===== src/hw/rtl/set_get_command_stream_parser_assert.svh =====
// Assertion macros for the set/get command stream parser RTL.
// Self-contained; taken in by `include where a module checks its own logic.
`ifndef SET_GET_COMMAND_STREAM_PARSER_ASSERT_SVH
`define SET_GET_COMMAND_STREAM_PARSER_ASSERT_SVH

// Same-cycle implication, checked outside reset.
`define SGCP_ASSERT_NOW(label, clk, rst_n, ante, cons) \
    label: assert property (@(posedge clk) disable iff (!(rst_n)) (ante) |-> (cons)) \
        else $error("sgcp assertion failed");

// Next-cycle implication, checked outside reset.
`define SGCP_ASSERT_NEXT(label, clk, rst_n, ante, cons) \
    label: assert property (@(posedge clk) disable iff (!(rst_n)) (ante) |=> (cons)) \
        else $error("sgcp assertion failed");

`endif


===== src/hw/rtl/sgcp_pkg.sv =====
// Package for the set/get command stream parser: phase and event codes,
// character constants, the event word type and parameter defaults. No dependencies.
package sgcp_pkg;

    localparam int LEN_WIDTH_DEF = 16;
    localparam int INT_WIDTH_DEF = 32;
    localparam int INT_OUT_WIDTH = 32;
    localparam int DEC_BASE      = 10;

    localparam logic [7:0] CH_SET   = 8'h73; // 's'
    localparam logic [7:0] CH_GET   = 8'h67; // 'g'
    localparam logic [7:0] CH_INT   = 8'h69; // 'i'
    localparam logic [7:0] CH_ZERO  = 8'h30; // '0'
    localparam logic [7:0] CH_NINE  = 8'h39; // '9'

    typedef enum logic [2:0] {
        PH_CMD       = 3'd0,
        PH_KEYLEN    = 3'd1,
        PH_KEYBYTES  = 3'd2,
        PH_VALSTART  = 3'd3,
        PH_INTDIGITS = 3'd4,
        PH_STRLEN    = 3'd5,
        PH_STRBYTES  = 3'd6
    } t_phase;

    typedef enum logic [2:0] {
        EV_SET      = 3'd0,
        EV_GET      = 3'd1,
        EV_INVALID  = 3'd2,
        EV_KEYBYTE  = 3'd3,
        EV_EMPTYKEY = 3'd4,
        EV_INT      = 3'd5,
        EV_STRBYTE  = 3'd6,
        EV_EMPTYSTR = 3'd7
    } t_event_kind;

    typedef struct packed {
        t_event_kind                kind;
        logic                       is_set_key;
        logic [7:0]                 data_byte;
        logic [INT_OUT_WIDTH-1:0]   int_value;
        logic                       last_byte;
    } t_event;

    // Word passed from the input register to the parser core.
    typedef struct packed {
        logic valid;
        logic mode;
        logic [7:0] byte_value;
    } t_in_word;

endpackage


===== src/hw/rtl/sgcp_in_reg.sv =====
// Input register of the set/get command stream parser.
// Captures one stream word; depends on sgcp_pkg.
module sgcp_in_reg (
    input  logic              i_clk,
    input  logic              i_rst_n,
    input  logic              i_valid,
    output logic              o_ready,
    input  logic              i_mode,
    input  logic [7:0]        i_byte,
    input  logic              i_drain,
    output sgcp_pkg::t_in_word o_word
);

    logic       r_valid;
    logic       r_mode;
    logic [7:0] r_byte;

    assign o_ready = !r_valid || i_drain;

    always_ff @(posedge i_clk) begin
        if (!i_rst_n) begin
            r_valid <= 1'b0;
        end else if (o_ready) begin
            r_valid <= i_valid;
        end
    end

    always_ff @(posedge i_clk) begin
        if (o_ready && i_valid) begin
            r_mode <= i_mode;
            r_byte <= i_byte;
        end
    end

    assign o_word = '{valid: r_valid, mode: r_mode, byte_value: r_byte};

endmodule


===== src/hw/rtl/sgcp_parse_core.sv =====
// Parser core: phase register, length counter and integer accumulator,
// with the per-word next state and event logic. Depends on sgcp_pkg and the assert header.
`include "set_get_command_stream_parser_assert.svh"

module sgcp_parse_core #(
    parameter int LEN_WIDTH = sgcp_pkg::LEN_WIDTH_DEF,
    parameter int INT_WIDTH = sgcp_pkg::INT_WIDTH_DEF
) (
    input  logic               i_clk,
    input  logic               i_rst_n,
    input  logic               i_fire,
    input  sgcp_pkg::t_in_word i_word,
    output logic               o_ev_valid,
    output sgcp_pkg::t_event   o_event
);

    sgcp_pkg::t_phase       r_phase, n_phase;
    logic [LEN_WIDTH-1:0]   r_len, n_len;
    logic [INT_WIDTH-1:0]   r_acc, n_acc;
    logic                   r_set, n_set;

    logic                   w_digit;
    logic [3:0]             w_dval;
    logic [LEN_WIDTH+3:0]   w_len_ext;
    logic [INT_WIDTH+3:0]   w_acc_ext;
    logic [LEN_WIDTH-1:0]   w_len_sat;
    logic [INT_WIDTH-1:0]   w_acc_sat;
    logic                   w_len_last;
    logic                   w_len_zero;
    logic [63:0]            w_acc64;

    always_comb begin
        w_digit = i_word.byte_value inside {[sgcp_pkg::CH_ZERO:sgcp_pkg::CH_NINE]};
    end
    assign w_dval = i_word.byte_value[3:0];

    // acc*10+d overflows exactly when it needs bits above the field width
    assign w_len_ext = (LEN_WIDTH+4)'(r_len) * (LEN_WIDTH+4)'(sgcp_pkg::DEC_BASE)
                     + (LEN_WIDTH+4)'(w_dval);
    assign w_acc_ext = (INT_WIDTH+4)'(r_acc) * (INT_WIDTH+4)'(sgcp_pkg::DEC_BASE)
                     + (INT_WIDTH+4)'(w_dval);
    assign w_len_sat = (|w_len_ext[LEN_WIDTH+3:LEN_WIDTH]) ? '1 : w_len_ext[LEN_WIDTH-1:0];
    assign w_acc_sat = (|w_acc_ext[INT_WIDTH+3:INT_WIDTH]) ? '1 : w_acc_ext[INT_WIDTH-1:0];
    assign w_len_last = (r_len[LEN_WIDTH-1:1] == '0);
    assign w_len_zero = (r_len == '0);
    assign w_acc64    = 64'(r_acc);

    // Next state
    always_comb begin
        n_phase = r_phase;
        n_len   = r_len;
        n_acc   = r_acc;
        n_set   = r_set;
        if (i_word.mode) begin
            n_phase = sgcp_pkg::PH_CMD;
            n_len   = '0;
            n_acc   = '0;
        end else begin
            case (r_phase)
                sgcp_pkg::PH_KEYLEN: begin
                    if (w_digit) begin
                        n_len = w_len_sat;
                    end else if (w_len_zero) begin
                        n_phase = r_set ? sgcp_pkg::PH_VALSTART : sgcp_pkg::PH_CMD;
                    end else begin
                        n_phase = sgcp_pkg::PH_KEYBYTES;
                    end
                end
                sgcp_pkg::PH_KEYBYTES: begin
                    n_len = w_len_last ? '0 : r_len - LEN_WIDTH'(1);
                    if (w_len_last) begin
                        n_phase = r_set ? sgcp_pkg::PH_VALSTART : sgcp_pkg::PH_CMD;
                    end
                end
                sgcp_pkg::PH_VALSTART: begin
                    if (i_word.byte_value == sgcp_pkg::CH_INT) begin
                        n_acc   = '0;
                        n_phase = sgcp_pkg::PH_INTDIGITS;
                    end else if (w_digit) begin
                        n_len   = LEN_WIDTH'(w_dval);
                        n_phase = sgcp_pkg::PH_STRLEN;
                    end else begin
                        n_len   = '0;
                        n_phase = sgcp_pkg::PH_CMD;
                    end
                end
                sgcp_pkg::PH_INTDIGITS: begin
                    if (w_digit) begin
                        n_acc = w_acc_sat;
                    end else begin
                        n_phase = sgcp_pkg::PH_CMD;
                    end
                end
                sgcp_pkg::PH_STRLEN: begin
                    if (w_digit) begin
                        n_len = w_len_sat;
                    end else if (w_len_zero) begin
                        n_phase = sgcp_pkg::PH_CMD;
                    end else begin
                        n_phase = sgcp_pkg::PH_STRBYTES;
                    end
                end
                sgcp_pkg::PH_STRBYTES: begin
                    n_len = w_len_last ? '0 : r_len - LEN_WIDTH'(1);
                    if (w_len_last) begin
                        n_phase = sgcp_pkg::PH_CMD;
                    end
                end
                default: begin
                    n_phase = sgcp_pkg::PH_CMD;
                    if (i_word.byte_value == sgcp_pkg::CH_SET) begin
                        n_set   = 1'b1;
                        n_len   = '0;
                        n_phase = sgcp_pkg::PH_KEYLEN;
                    end else if (i_word.byte_value == sgcp_pkg::CH_GET) begin
                        n_set   = 1'b0;
                        n_len   = '0;
                        n_phase = sgcp_pkg::PH_KEYLEN;
                    end
                end
            endcase
        end
    end

    // Event output
    always_comb begin
        o_ev_valid = 1'b0;
        o_event    = '0;
        if (!i_word.mode) begin
            case (r_phase)
                sgcp_pkg::PH_KEYLEN: begin
                    if (!w_digit && w_len_zero) begin
                        o_ev_valid         = 1'b1;
                        o_event.kind       = sgcp_pkg::EV_EMPTYKEY;
                        o_event.is_set_key = r_set;
                    end
                end
                sgcp_pkg::PH_KEYBYTES: begin
                    o_ev_valid         = 1'b1;
                    o_event.kind       = sgcp_pkg::EV_KEYBYTE;
                    o_event.is_set_key = r_set;
                    o_event.data_byte  = i_word.byte_value;
                    o_event.last_byte  = w_len_last;
                end
                sgcp_pkg::PH_VALSTART: begin
                    if (i_word.byte_value != sgcp_pkg::CH_INT && !w_digit) begin
                        o_ev_valid   = 1'b1;
                        o_event.kind = sgcp_pkg::EV_EMPTYSTR;
                    end
                end
                sgcp_pkg::PH_INTDIGITS: begin
                    if (!w_digit) begin
                        o_ev_valid        = 1'b1;
                        o_event.kind      = sgcp_pkg::EV_INT;
                        o_event.int_value = w_acc64[sgcp_pkg::INT_OUT_WIDTH-1:0];
                    end
                end
                sgcp_pkg::PH_STRLEN: begin
                    if (!w_digit && w_len_zero) begin
                        o_ev_valid   = 1'b1;
                        o_event.kind = sgcp_pkg::EV_EMPTYSTR;
                    end
                end
                sgcp_pkg::PH_STRBYTES: begin
                    o_ev_valid        = 1'b1;
                    o_event.kind      = sgcp_pkg::EV_STRBYTE;
                    o_event.data_byte = i_word.byte_value;
                    o_event.last_byte = w_len_last;
                end
                default: begin
                    o_ev_valid = 1'b1;
                    if (i_word.byte_value == sgcp_pkg::CH_SET) begin
                        o_event.kind = sgcp_pkg::EV_SET;
                    end else if (i_word.byte_value == sgcp_pkg::CH_GET) begin
                        o_event.kind = sgcp_pkg::EV_GET;
                    end else begin
                        o_event.kind = sgcp_pkg::EV_INVALID;
                    end
                end
            endcase
        end
    end

    always_ff @(posedge i_clk) begin
        if (!i_rst_n) begin
            r_phase <= sgcp_pkg::PH_CMD;
            r_len   <= '0;
            r_acc   <= '0;
            r_set   <= 1'b0;
        end else if (i_fire) begin
            r_phase <= n_phase;
            r_len   <= n_len;
            r_acc   <= n_acc;
            r_set   <= n_set;
        end
    end

    `SGCP_ASSERT_NOW(a_keybyte_phase, i_clk, i_rst_n,
        o_ev_valid && o_event.kind == sgcp_pkg::EV_KEYBYTE, r_phase == sgcp_pkg::PH_KEYBYTES)
    `SGCP_ASSERT_NEXT(a_abort_clears, i_clk, i_rst_n, i_fire && i_word.mode,
        r_phase == sgcp_pkg::PH_CMD && r_len == '0 && r_acc == '0)
    `SGCP_ASSERT_NOW(a_keybytes_nonzero, i_clk, i_rst_n,
        r_phase == sgcp_pkg::PH_KEYBYTES, r_len != '0)
    `SGCP_ASSERT_NOW(a_strbytes_nonzero, i_clk, i_rst_n,
        r_phase == sgcp_pkg::PH_STRBYTES, r_len != '0)

endmodule


===== src/hw/rtl/sgcp_out_reg.sv =====
// Output register of the set/get command stream parser.
// Holds one event word until the receiver takes it; depends on sgcp_pkg.
module sgcp_out_reg (
    input  logic             i_clk,
    input  logic             i_rst_n,
    input  logic             i_load,
    input  logic             i_ev_valid,
    input  sgcp_pkg::t_event i_event,
    input  logic             i_ready,
    output logic             o_can_load,
    output logic             o_valid,
    output sgcp_pkg::t_event o_event
);

    logic             r_valid;
    sgcp_pkg::t_event r_event;

    assign o_can_load = !r_valid || i_ready;

    always_ff @(posedge i_clk) begin
        if (!i_rst_n) begin
            r_valid <= 1'b0;
        end else if (o_can_load) begin
            r_valid <= i_load && i_ev_valid;
        end
    end

    always_ff @(posedge i_clk) begin
        if (o_can_load && i_load && i_ev_valid) begin
            r_event <= i_event;
        end
    end

    assign o_valid = r_valid;
    assign o_event = r_event;

endmodule


===== src/hw/rtl/set_get_command_stream_parser.sv =====
// Set/get command stream parser, top level.
// Byte stream in on s_axis_*, one word per byte; events out on m_axis_*.
// s_axis_tdata carries the stream byte, s_axis_tuser the abort flag (1 = abort,
// return to command state, no event). Each byte yields zero or one event.
// m_axis_tuser carries the event kind and the set/get key flag, m_axis_tdata
// the key or string byte and the saturated integer, m_axis_tlast the final
// byte of a key or string run.
// An accepted byte is registered in the input register; its event is then loaded
// into the output register, which drives m_axis_tvalid, unless that register still
// holds an event not yet taken. Throughput is one byte per cycle while the receiver
// takes events, set by the phase update in the parser core.
// A stalled receiver holds the event in the output register; one more byte
// waits in the input register, then s_axis_tready drops until the event is
// taken. Reset (synchronous, active low) empties both registers and returns
// the parser to the awaiting-command state with length and integer cleared.
// Depends on sgcp_pkg, sgcp_in_reg, sgcp_parse_core and sgcp_out_reg.
module set_get_command_stream_parser #(
    parameter int LEN_WIDTH = sgcp_pkg::LEN_WIDTH_DEF,
    parameter int INT_WIDTH = sgcp_pkg::INT_WIDTH_DEF
) (
    input  logic        i_clk,
    input  logic        i_rst_n,
    input  logic        s_axis_tvalid,
    output logic        s_axis_tready,
    input  logic [7:0]  s_axis_tdata,  // [7:0] byte_value
    input  logic        s_axis_tuser,  // [0] mode
    output logic        m_axis_tvalid,
    input  logic        m_axis_tready,
    output logic [39:0] m_axis_tdata,  // [7:0] data_byte, [39:8] int_value
    output logic [3:0]  m_axis_tuser,  // [2:0] event_kind, [3] is_set_key
    output logic        m_axis_tlast   // last_byte
);

    sgcp_pkg::t_in_word w_word;
    sgcp_pkg::t_event   w_ev, w_out_ev;
    logic               w_ev_valid;
    logic               w_can_load;
    logic               w_fire;

    assign w_fire = w_word.valid && w_can_load;

    sgcp_in_reg u_in_reg (
        .i_clk   (i_clk),
        .i_rst_n (i_rst_n),
        .i_valid (s_axis_tvalid),
        .o_ready (s_axis_tready),
        .i_mode  (s_axis_tuser),
        .i_byte  (s_axis_tdata),
        .i_drain (w_can_load),
        .o_word  (w_word)
    );

    sgcp_parse_core #(
        .LEN_WIDTH (LEN_WIDTH),
        .INT_WIDTH (INT_WIDTH)
    ) u_core (
        .i_clk      (i_clk),
        .i_rst_n    (i_rst_n),
        .i_fire     (w_fire),
        .i_word     (w_word),
        .o_ev_valid (w_ev_valid),
        .o_event    (w_ev)
    );

    sgcp_out_reg u_out_reg (
        .i_clk      (i_clk),
        .i_rst_n    (i_rst_n),
        .i_load     (w_fire),
        .i_ev_valid (w_ev_valid),
        .i_event    (w_ev),
        .i_ready    (m_axis_tready),
        .o_can_load (w_can_load),
        .o_valid    (m_axis_tvalid),
        .o_event    (w_out_ev)
    );

    assign m_axis_tdata = {w_out_ev.int_value, w_out_ev.data_byte};
    assign m_axis_tuser = {w_out_ev.is_set_key, w_out_ev.kind};
    assign m_axis_tlast = w_out_ev.last_byte;

endmodule


===== config.mk =====
export PLATFORM = sky130hd
export DESIGN_NAME = set_get_command_stream_parser
export DESIGN_NICKNAME = d
export VERILOG_FILES = /design/src/hw/rtl/sgcp_pkg.sv /design/src/hw/rtl/sgcp_in_reg.sv /design/src/hw/rtl/sgcp_parse_core.sv /design/src/hw/rtl/sgcp_out_reg.sv /design/src/hw/rtl/set_get_command_stream_parser.sv
export VERILOG_INCLUDE_DIRS = /design/src /design/src/hw/rtl
export SDC_FILE = /design/constraint.sdc
export NUM_CORES = 1
export LEC_CHECK = 0
export ABC_AREA = 1
export BUFFER_PORTS_ARGS = -buffer_cell sky130_fd_sc_hd__buf_2
export CAP_MARGIN = 5
export CORE_AREA = 2 2 156 158
export CTS_CLUSTER_DIAMETER = 50
export DETAILED_ROUTE_END_ITERATION = 6
export DIE_AREA = 0 0 158 160
export HOLD_SLACK_MARGIN = 0.12
export PLACE_DENSITY = 0.69
export SLEW_MARGIN = 20
export SYNTH_ARGS = -nofsm -noshare
export SYNTH_HDL_FRONTEND = slang
export SYNTH_SLANG_ARGS = --single-unit

===== constraint.sdc =====
create_clock -name i_clk -period 4.3 [get_ports i_clk]
set_input_delay 1.29 -clock i_clk [delete_from_list [all_inputs] [get_ports i_clk]]
set_output_delay 1.29 -clock i_clk [all_outputs]
set_load 0.02 [all_outputs]

==> impl_metrics.yaml, run 1 <==
critical_path:
  worstSetupPathType: "reg -> reg"
  path_delay_family: "simple AND/OR/NAND/NOR gates"
  rrSetupSlack_ns: 0.44
  cp_common_cell: "nand2_1"
  cp.required_ns: 4.50
  critPathSlowestCell: "fa_1"
  critPathMaxStageDelay_ns: 0.42
  r2r_start: "u_core.r_acc[1]"
  crit_start: "u_core.r_acc[1]"
  worstPathMaxFanout: 22
  end_kind: "flop"
  arrival_ns: 4.06
  critical_path_buf_inv_count: 3
  critPathLaunchType: "flop"
final_layout:
  diodes: 0
  syn_to_final_growth_pct: 8.56
  layout.nets: 1704
  layout-drive-gt1-share_pct: 14.4
logic_synthesis:
  yosysTopAreaCell: "nand2_1"
  synth_area_mm2: 0.0105
  syn_area_per_cell_um2: 6.83
  synth_top_cell_area_share_pct: 15.7
  synth_edf_count: 54
  ys_seq_elements: 108
  ys_types: 50
  ys_top_cells_by_area: "nand2_1 (16%), edfxtp_1 (15%), ha_1 (12%)"
  synth_ff_type: "edfxtp_1"
  yosysWarnings: 0
  async_flop_share_pct: 0
  ys_seq_area_share_pct: 25.7
  synthesis.nets: 1654
  synth_cells: 1538
timing:
  period_minus_slack_ns: 3.86
  worst_pin_slew_ns: 1.05
  fin_tns_setup_ns: 0
  slew_headroom_pct: 30.1
  slew_viol_final: 0
  finalSetupViolCount: 0
  hold_viol: 0
  fin_crit_sh_pct: 89.9
  fin_skew_ns: 0.0132
  rsz0062_at_grt: "no"
  max_freq_mhz: 259
clock_tree:
  cts_setup_buffers: 0
  htreeDepth: 3
  cts_tree: "yes"
  ctsHoldBuffers: 0
  insertion_delay_ns: 0.36
  cts_buffer_depth: 2
  path_clk_slew_ns: 0.08
  post_cts_resized: 0
  numClockSinks: 108
  cts_root_buffer: "clkbuf_16"
  cts_buffers: 9
placed_design:
  io_buffers: 59
  dpl.hpwl_um: 21200
  gp_congestion: 0.897
power:
  combPwrFrac_pct: 6.6
  p_sw_mw: 0.535
  seq_power_share_pct: 53.3
  switching_share_pct: 25.6
  p_per_area_mw_per_mm2: 183
  p_int_mw: 1.55
  clock_power_share_pct: 40.0
  peakVddDrop_mv: 0.198
  p_leak_nw: 5.95
  totalPowerFinal_mw: 2.09
global_routing:
  grt-ovfl-total: 0
  grt.total_usage_pct: 21.3
  first_global_vias: 9026
  grt_antenna_before_repair: 0
  grt_max_degree: 46
  grt_pass1_wl_um: 43700
routing:
  num_vias: 9603
  post_drt_wl_per_cell_um: 13.8
  antenna_left: 0
  firstDrtPassIters: 7
  drcViolationCount: 0
  drt_iter0_markers: 731
  wl_um: 26500
  via_per_inst: 5.01
die:
  rows: 57
  die_width_um: 158
  die_area_mm2: 0.0253
  io_pins: 60
  start_util_pct: 44.1
  core_area_mm2: 0.0238
  die_y_um: 160
flow_run:
  cap_violations: 0
min_path:
  min_from: "u_out_reg.o_valid"
  hold_class: "reg -> reg"
run_status:
  outcome: "finished, final reports clean"
==> worst min-delay path: stages, from the launching register on <==
cell and delay, ns:
dfxtp_1 0.32, nand2_1 0.08, a21oi_1 0.06
==> layout by cell type (no fill, tap or decap), types with 3 or more instances in the layout <==
cell type    n
a211oi_1     4
a21o_1       3
a21oi_1     52
a21oi_2     30
a31oi_1      4
and2_1       4
and3_1       4
buf_2       59
buf_4        7
clkbuf_16    9
clkinv_1     3
dfxtp_1     54
edfxtp_1    54
fa_1         4
ha_1        99
inv_1      258
inv_2        4
inv_6        3
nand2_1    439
nand2_2     48
nand3_1     96
nand3_2     35
nand3b_1     8
nand4_1     18
nor2_1     143
nor2_2      13
nor2_4       3
nor2_8       3
nor3_1      18
nor4_1       4
o21ai_0     16
o21bai_1     5
o22ai_1      6
xnor2_1     13
xor2_1      44
xor2_2       4
==> cell usage after synthesis, types with 2 or more instances <==
cell type	count
nand3b_1	8
fa_1	4
o21bai_1	5
inv_2	3
ha_1	99
a31oi_1	4
xor2_2	4
o22ai_1	6
nand2_1	439
and2_1	4
nor4_1	4
nor2_4	3
buf_2	4
nand4_1	18
o2111ai_1	3
a211oi_1	4
xor2_1	44
o21ai_0	16
nor2_8	3
a41oi_1	2
a21o_1	3
a21oi_2	30
nand3_1	96
xnor2_1	13
dfxtp_1	54
nor3_1	19
buf_12	3
inv_1	259
clkbuf_1	17
nor2_1	143
and3_1	4
nor2_2	13
clkinv_1	3
edfxtp_1	54
a21oi_1	52
nand3_2	35
buf_8	3
nand2_2	48
==> metal layers <==
layer,share of wire (%),track usage (%),up-vias
li1,-,-,4981
met1,46,28.8,4326
met2,47,35.6,262
met3,5.0,2.09,34
met4,2.2,7.13,0
met5,0,0,-
==> cell type report <==
type	instances	area [um^2]
Fill cell	2428	12400
Multi-Input combinational cell	1136	6620
Sequential cell	108	2700
Inverter	265	995
Tap cell	324	405
Timing Repair Buffer	68	388
Clock buffer	9	225
Clock inverter	7	73.8
==> sequential cells by signal, indices dropped and copies added (netlist names) <==
signal,count
u_in_reg.r_byte,8
u_core.r_set,1
u_core.r_len,16
u_in_reg.r_mode,1
u_out_reg.o_event,45
u_out_reg.o_valid,1
u_core.r_phase,3
u_core.r_acc,32
u_in_reg.r_valid,1
==> cells by family after synthesis <==
logic type | synth area share (%)
AOI/OAI and AO/OA | 8.11
xor gates and xnor gates | 5.52
adders and majority gates | 12.5
buffers and inverters | 11.4
DFF | 25.7
and+or+nand+nor | 36.7
==> per-stage QoR <==
step	utilization [%]	hold slack [ns]	cells	instance area [um^2]	setup WS [ns]
6_report	47.9	0.506	1917	11400	0.436
4_1_cts	47.9	0.506	1917	11400	0.456
3_5_place_dp	46.6	0.496	1901	11100	0.478
3_3_place_gp	46.6	0.498	1901	11100	0.554
5_1_grt	47.9	0.536	1917	11400	0.101
2_1_floorplan	-	0.480	1538	10500	1.03
==> power groups by stage <==
| stage | sequential, mW | clock [mW] | combinational, mW |
|---|---|---|---|
| after CTS | 1.11 | 0.848 | 0.138 |
| after global routing | 1.11 | 0.888 | 0.152 |
| final | 1.11 | 0.835 | 0.138 |
| after global placement | 1.14 | 0 | 0.136 |
| after floorplan | 1.15 | 0 | 0.0767 |
| after detailed placement | 1.14 | 0 | 0.138 |
==> path summary, 6_finish.rpt <==
check / to / cells past startpoint
worst max-delay path: u_core.r_acc[0] / 25
worst min-delay path: u_out_reg.o_valid / 2
worst max register to register: u_core.r_acc[0] / 25
worst min register to register: u_out_reg.o_valid / 2
(Power assumes the default switching activity.)
==> inputs of run 2 (changes only) <==
--- a/config.mk
+++ b/config.mk
@@ -9,12 +9,14 @@
 export ABC_AREA = 1
 export BUFFER_PORTS_ARGS = -buffer_cell sky130_fd_sc_hd__buf_2
 export CAP_MARGIN = 5
+export CELL_PAD_IN_SITES_DETAIL_PLACEMENT = 1
+export CELL_PAD_IN_SITES_GLOBAL_PLACEMENT = 1
 export CORE_AREA = 2 2 156 158
 export CTS_CLUSTER_DIAMETER = 50
 export DETAILED_ROUTE_END_ITERATION = 6
 export DIE_AREA = 0 0 158 160
 export HOLD_SLACK_MARGIN = 0.12
-export PLACE_DENSITY = 0.69
+export PLACE_DENSITY = 0.86
 export SLEW_MARGIN = 20
 export SYNTH_ARGS = -nofsm -noshare
 export SYNTH_HDL_FRONTEND = slang
==> constraint.sdc (replaced) <==
create_clock -name i_clk -period 4.33 [get_ports i_clk]
set_input_delay 1.299 -clock i_clk [delete_from_list [all_inputs] [get_ports i_clk]]
set_output_delay 1.299 -clock i_clk [all_outputs]
set_load 0.02 [all_outputs]
==> impl_metrics.yaml, run 2 (synthesized netlist as in run 1, its figures left out) <==
clock_tree:
  cts_buffer_depth: 2
  insertion_delay_ns: 0.37
  path_clk_slew_ns: 0.08
  htreeDepth: 3
  cts_buffers: 9
  cts_tree: "yes"
  post_cts_resized: 0
  numClockSinks: 108
  cts_root_buffer: "clkbuf_16"
  cts_setup_buffers: 0
  ctsHoldBuffers: 0
critical_path:
  rrSetupSlack_ns: 0.38
  worstSetupPathType: "reg -> reg"
  end_kind: "flop"
  cp.required_ns: 4.54
  worstPathMaxFanout: 22
  critPathLaunchType: "flop"
  arrival_ns: 4.15
final_layout:
  multiInputGateArea_mm2: 0.00662
  layout-drive-gt1-share_pct: 14.5
  register_area_mm2: 0.00270
  final_cell_mix: "nand2_1 (439), inv_1 (258), nor2_1 (143)"
  syn_to_final_growth_pct: 8.85
  largest_reg_flops: 45
  diodes: 0
  utilization_pct: 48.0
  final_common_cell: "nand2_1"
  n_fill_cell: 3199
  layout.nets: 1707
routing:
  post_drt_wl_per_cell_um: 16.8
  antenna_left: 0
  firstDrtPassIters: 5
  via_per_inst: 5.19
  num_vias: 9972
  drt_iter0_markers: 485
  drcViolationCount: 0
  wl_um: 32300
global_routing:
  first_global_vias: 10400
  grt.total_usage_pct: 26.2
  grt_max_degree: 37
  grt_antenna_before_repair: 0
  grt_pass1_wl_um: 52900
  grt-ovfl-total: 0
timing:
  fin_tns_setup_ns: 0
  slew_headroom_pct: 42.9
  hold_viol: 0
  fin_crit_sh_pct: 91.2
  worst_pin_slew_ns: 0.856
  fin_skew_ns: 0.0161
  slew_viol_final: 0
  finalSetupViolCount: 0
  holdWs_ns: 0.532
  max_freq_mhz: 253
  period_minus_slack_ns: 3.95
  rsz0062_at_grt: "no"
placed_design:
  dpl.hpwl_um: 26100
  io_buffers: 59
  gp_congestion: 0.972
power:
  clock_power_share_pct: 41.5
  p_sw_mw: 0.546
  combPwrFrac_pct: 6.8
  p_per_area_mw_per_mm2: 187
  switching_share_pct: 25.5
  totalPowerFinal_mw: 2.14
  p_int_mw: 1.59
  p_leak_nw: 5.96
  peakVddDrop_mv: 0.153
  seq_power_share_pct: 51.7
die:
  rows: 57
  die_y_um: 160
  start_util_pct: 44.1
  io_pins: 60
  die_area_mm2: 0.0253
  die_width_um: 158
  core_area_mm2: 0.0238
min_path:
  hold_class: "reg -> reg"
flow_run:
  cap_violations: 0
run_status:
  outcome: "finished, final reports clean"
## run 2: cell count changes in the layout (fill, tap and decap cells not counted), sizes merged
| cell | delta |
|---|---|
| bufinv | +1 |
| buf | +3 |
| clkbuf | +1 |
| clkinv | -1 |
| clkinvlp | +1 |
| inv | -2 |
## run 2: layout make-up
| cell class | instances | share of cell area [%] |
|---|---|---|
| clock buffers | 10 | 2.00 |
| clock inverters | 6 | 0.678 |
| inverters | 265 | 8.70 |
| multi-input cells | 1136 | 57.9 |
| flip-flops and latches | 108 | 23.6 |
| well taps | 324 | 3.54 |
| repair buffers | 71 | 3.59 |
## run 2: final timing paths
check                         start                 to  depth (start not counted)
setup / recovery   u_core.r_acc[23]   u_core.r_acc[13]                         22
hold / removal    u_out_reg.o_valid  u_out_reg.o_valid                          2
setup reg to reg   u_core.r_acc[23]   u_core.r_acc[13]                         22
hold reg to reg   u_out_reg.o_valid  u_out_reg.o_valid                          2
## run 2: power by group through the flow
stage / Combinational [mW] / Clock, mW / Sequential [mW]
finish: 0.145 / 0.886 / 1.11
floorplan: 0.0762 / 0 / 1.14
CTS: 0.145 / 0.896 / 1.11
detailed placement: 0.144 / 0 / 1.13
global route: 0.158 / 0.930 / 1.11
global placement: 0.140 / 0 / 1.13
## run 2: worst max-delay path: stages, from the launching register on
cell	delay, ns
dfxtp_1	0.34
buf_4	0.17
ha_1	0.29
ha_1	0.39
nand2_1	0.12
inv_1	0.10
nand2_1	0.12
nor3_1	0.39
and2_1	0.19
nand2_1	0.12
nand3_1	0.11
nand2_1	0.10
nor2_1	0.17
nand2_1	0.08
nor2_1	0.12
nand3_1	0.10
nand2_1	0.10
nand2_2	0.08
nor2_8	0.23
buf_12	0.23
nand3_2	0.09
nand2_2	0.07
a21oi_2	0.05
## run 2: through the flow
step           instance area (um^2)  std cells  setup WS [ns]
2_1_floorplan                 10500       1538           1.06
3_3_place_gp                  11100       1904          0.525
3_5_place_dp                  11100       1904          0.429
4_1_cts                       11400       1920          0.402
5_1_grt                       11400       1920         0.0179
6_report                      11400       1920          0.383
## run 2: routing by layer
metal | global-route usage (%) | vias to the layer above | part of all wire [%]
li1 | - | 4989 | -
met1 | 32.1 | 4753 | 44
met2 | 46.7 | 165 | 50
met3 | 3.69 | 65 | 3.4
met4 | 9.05 | 0 | 3.1
met5 | 0 | - | 0
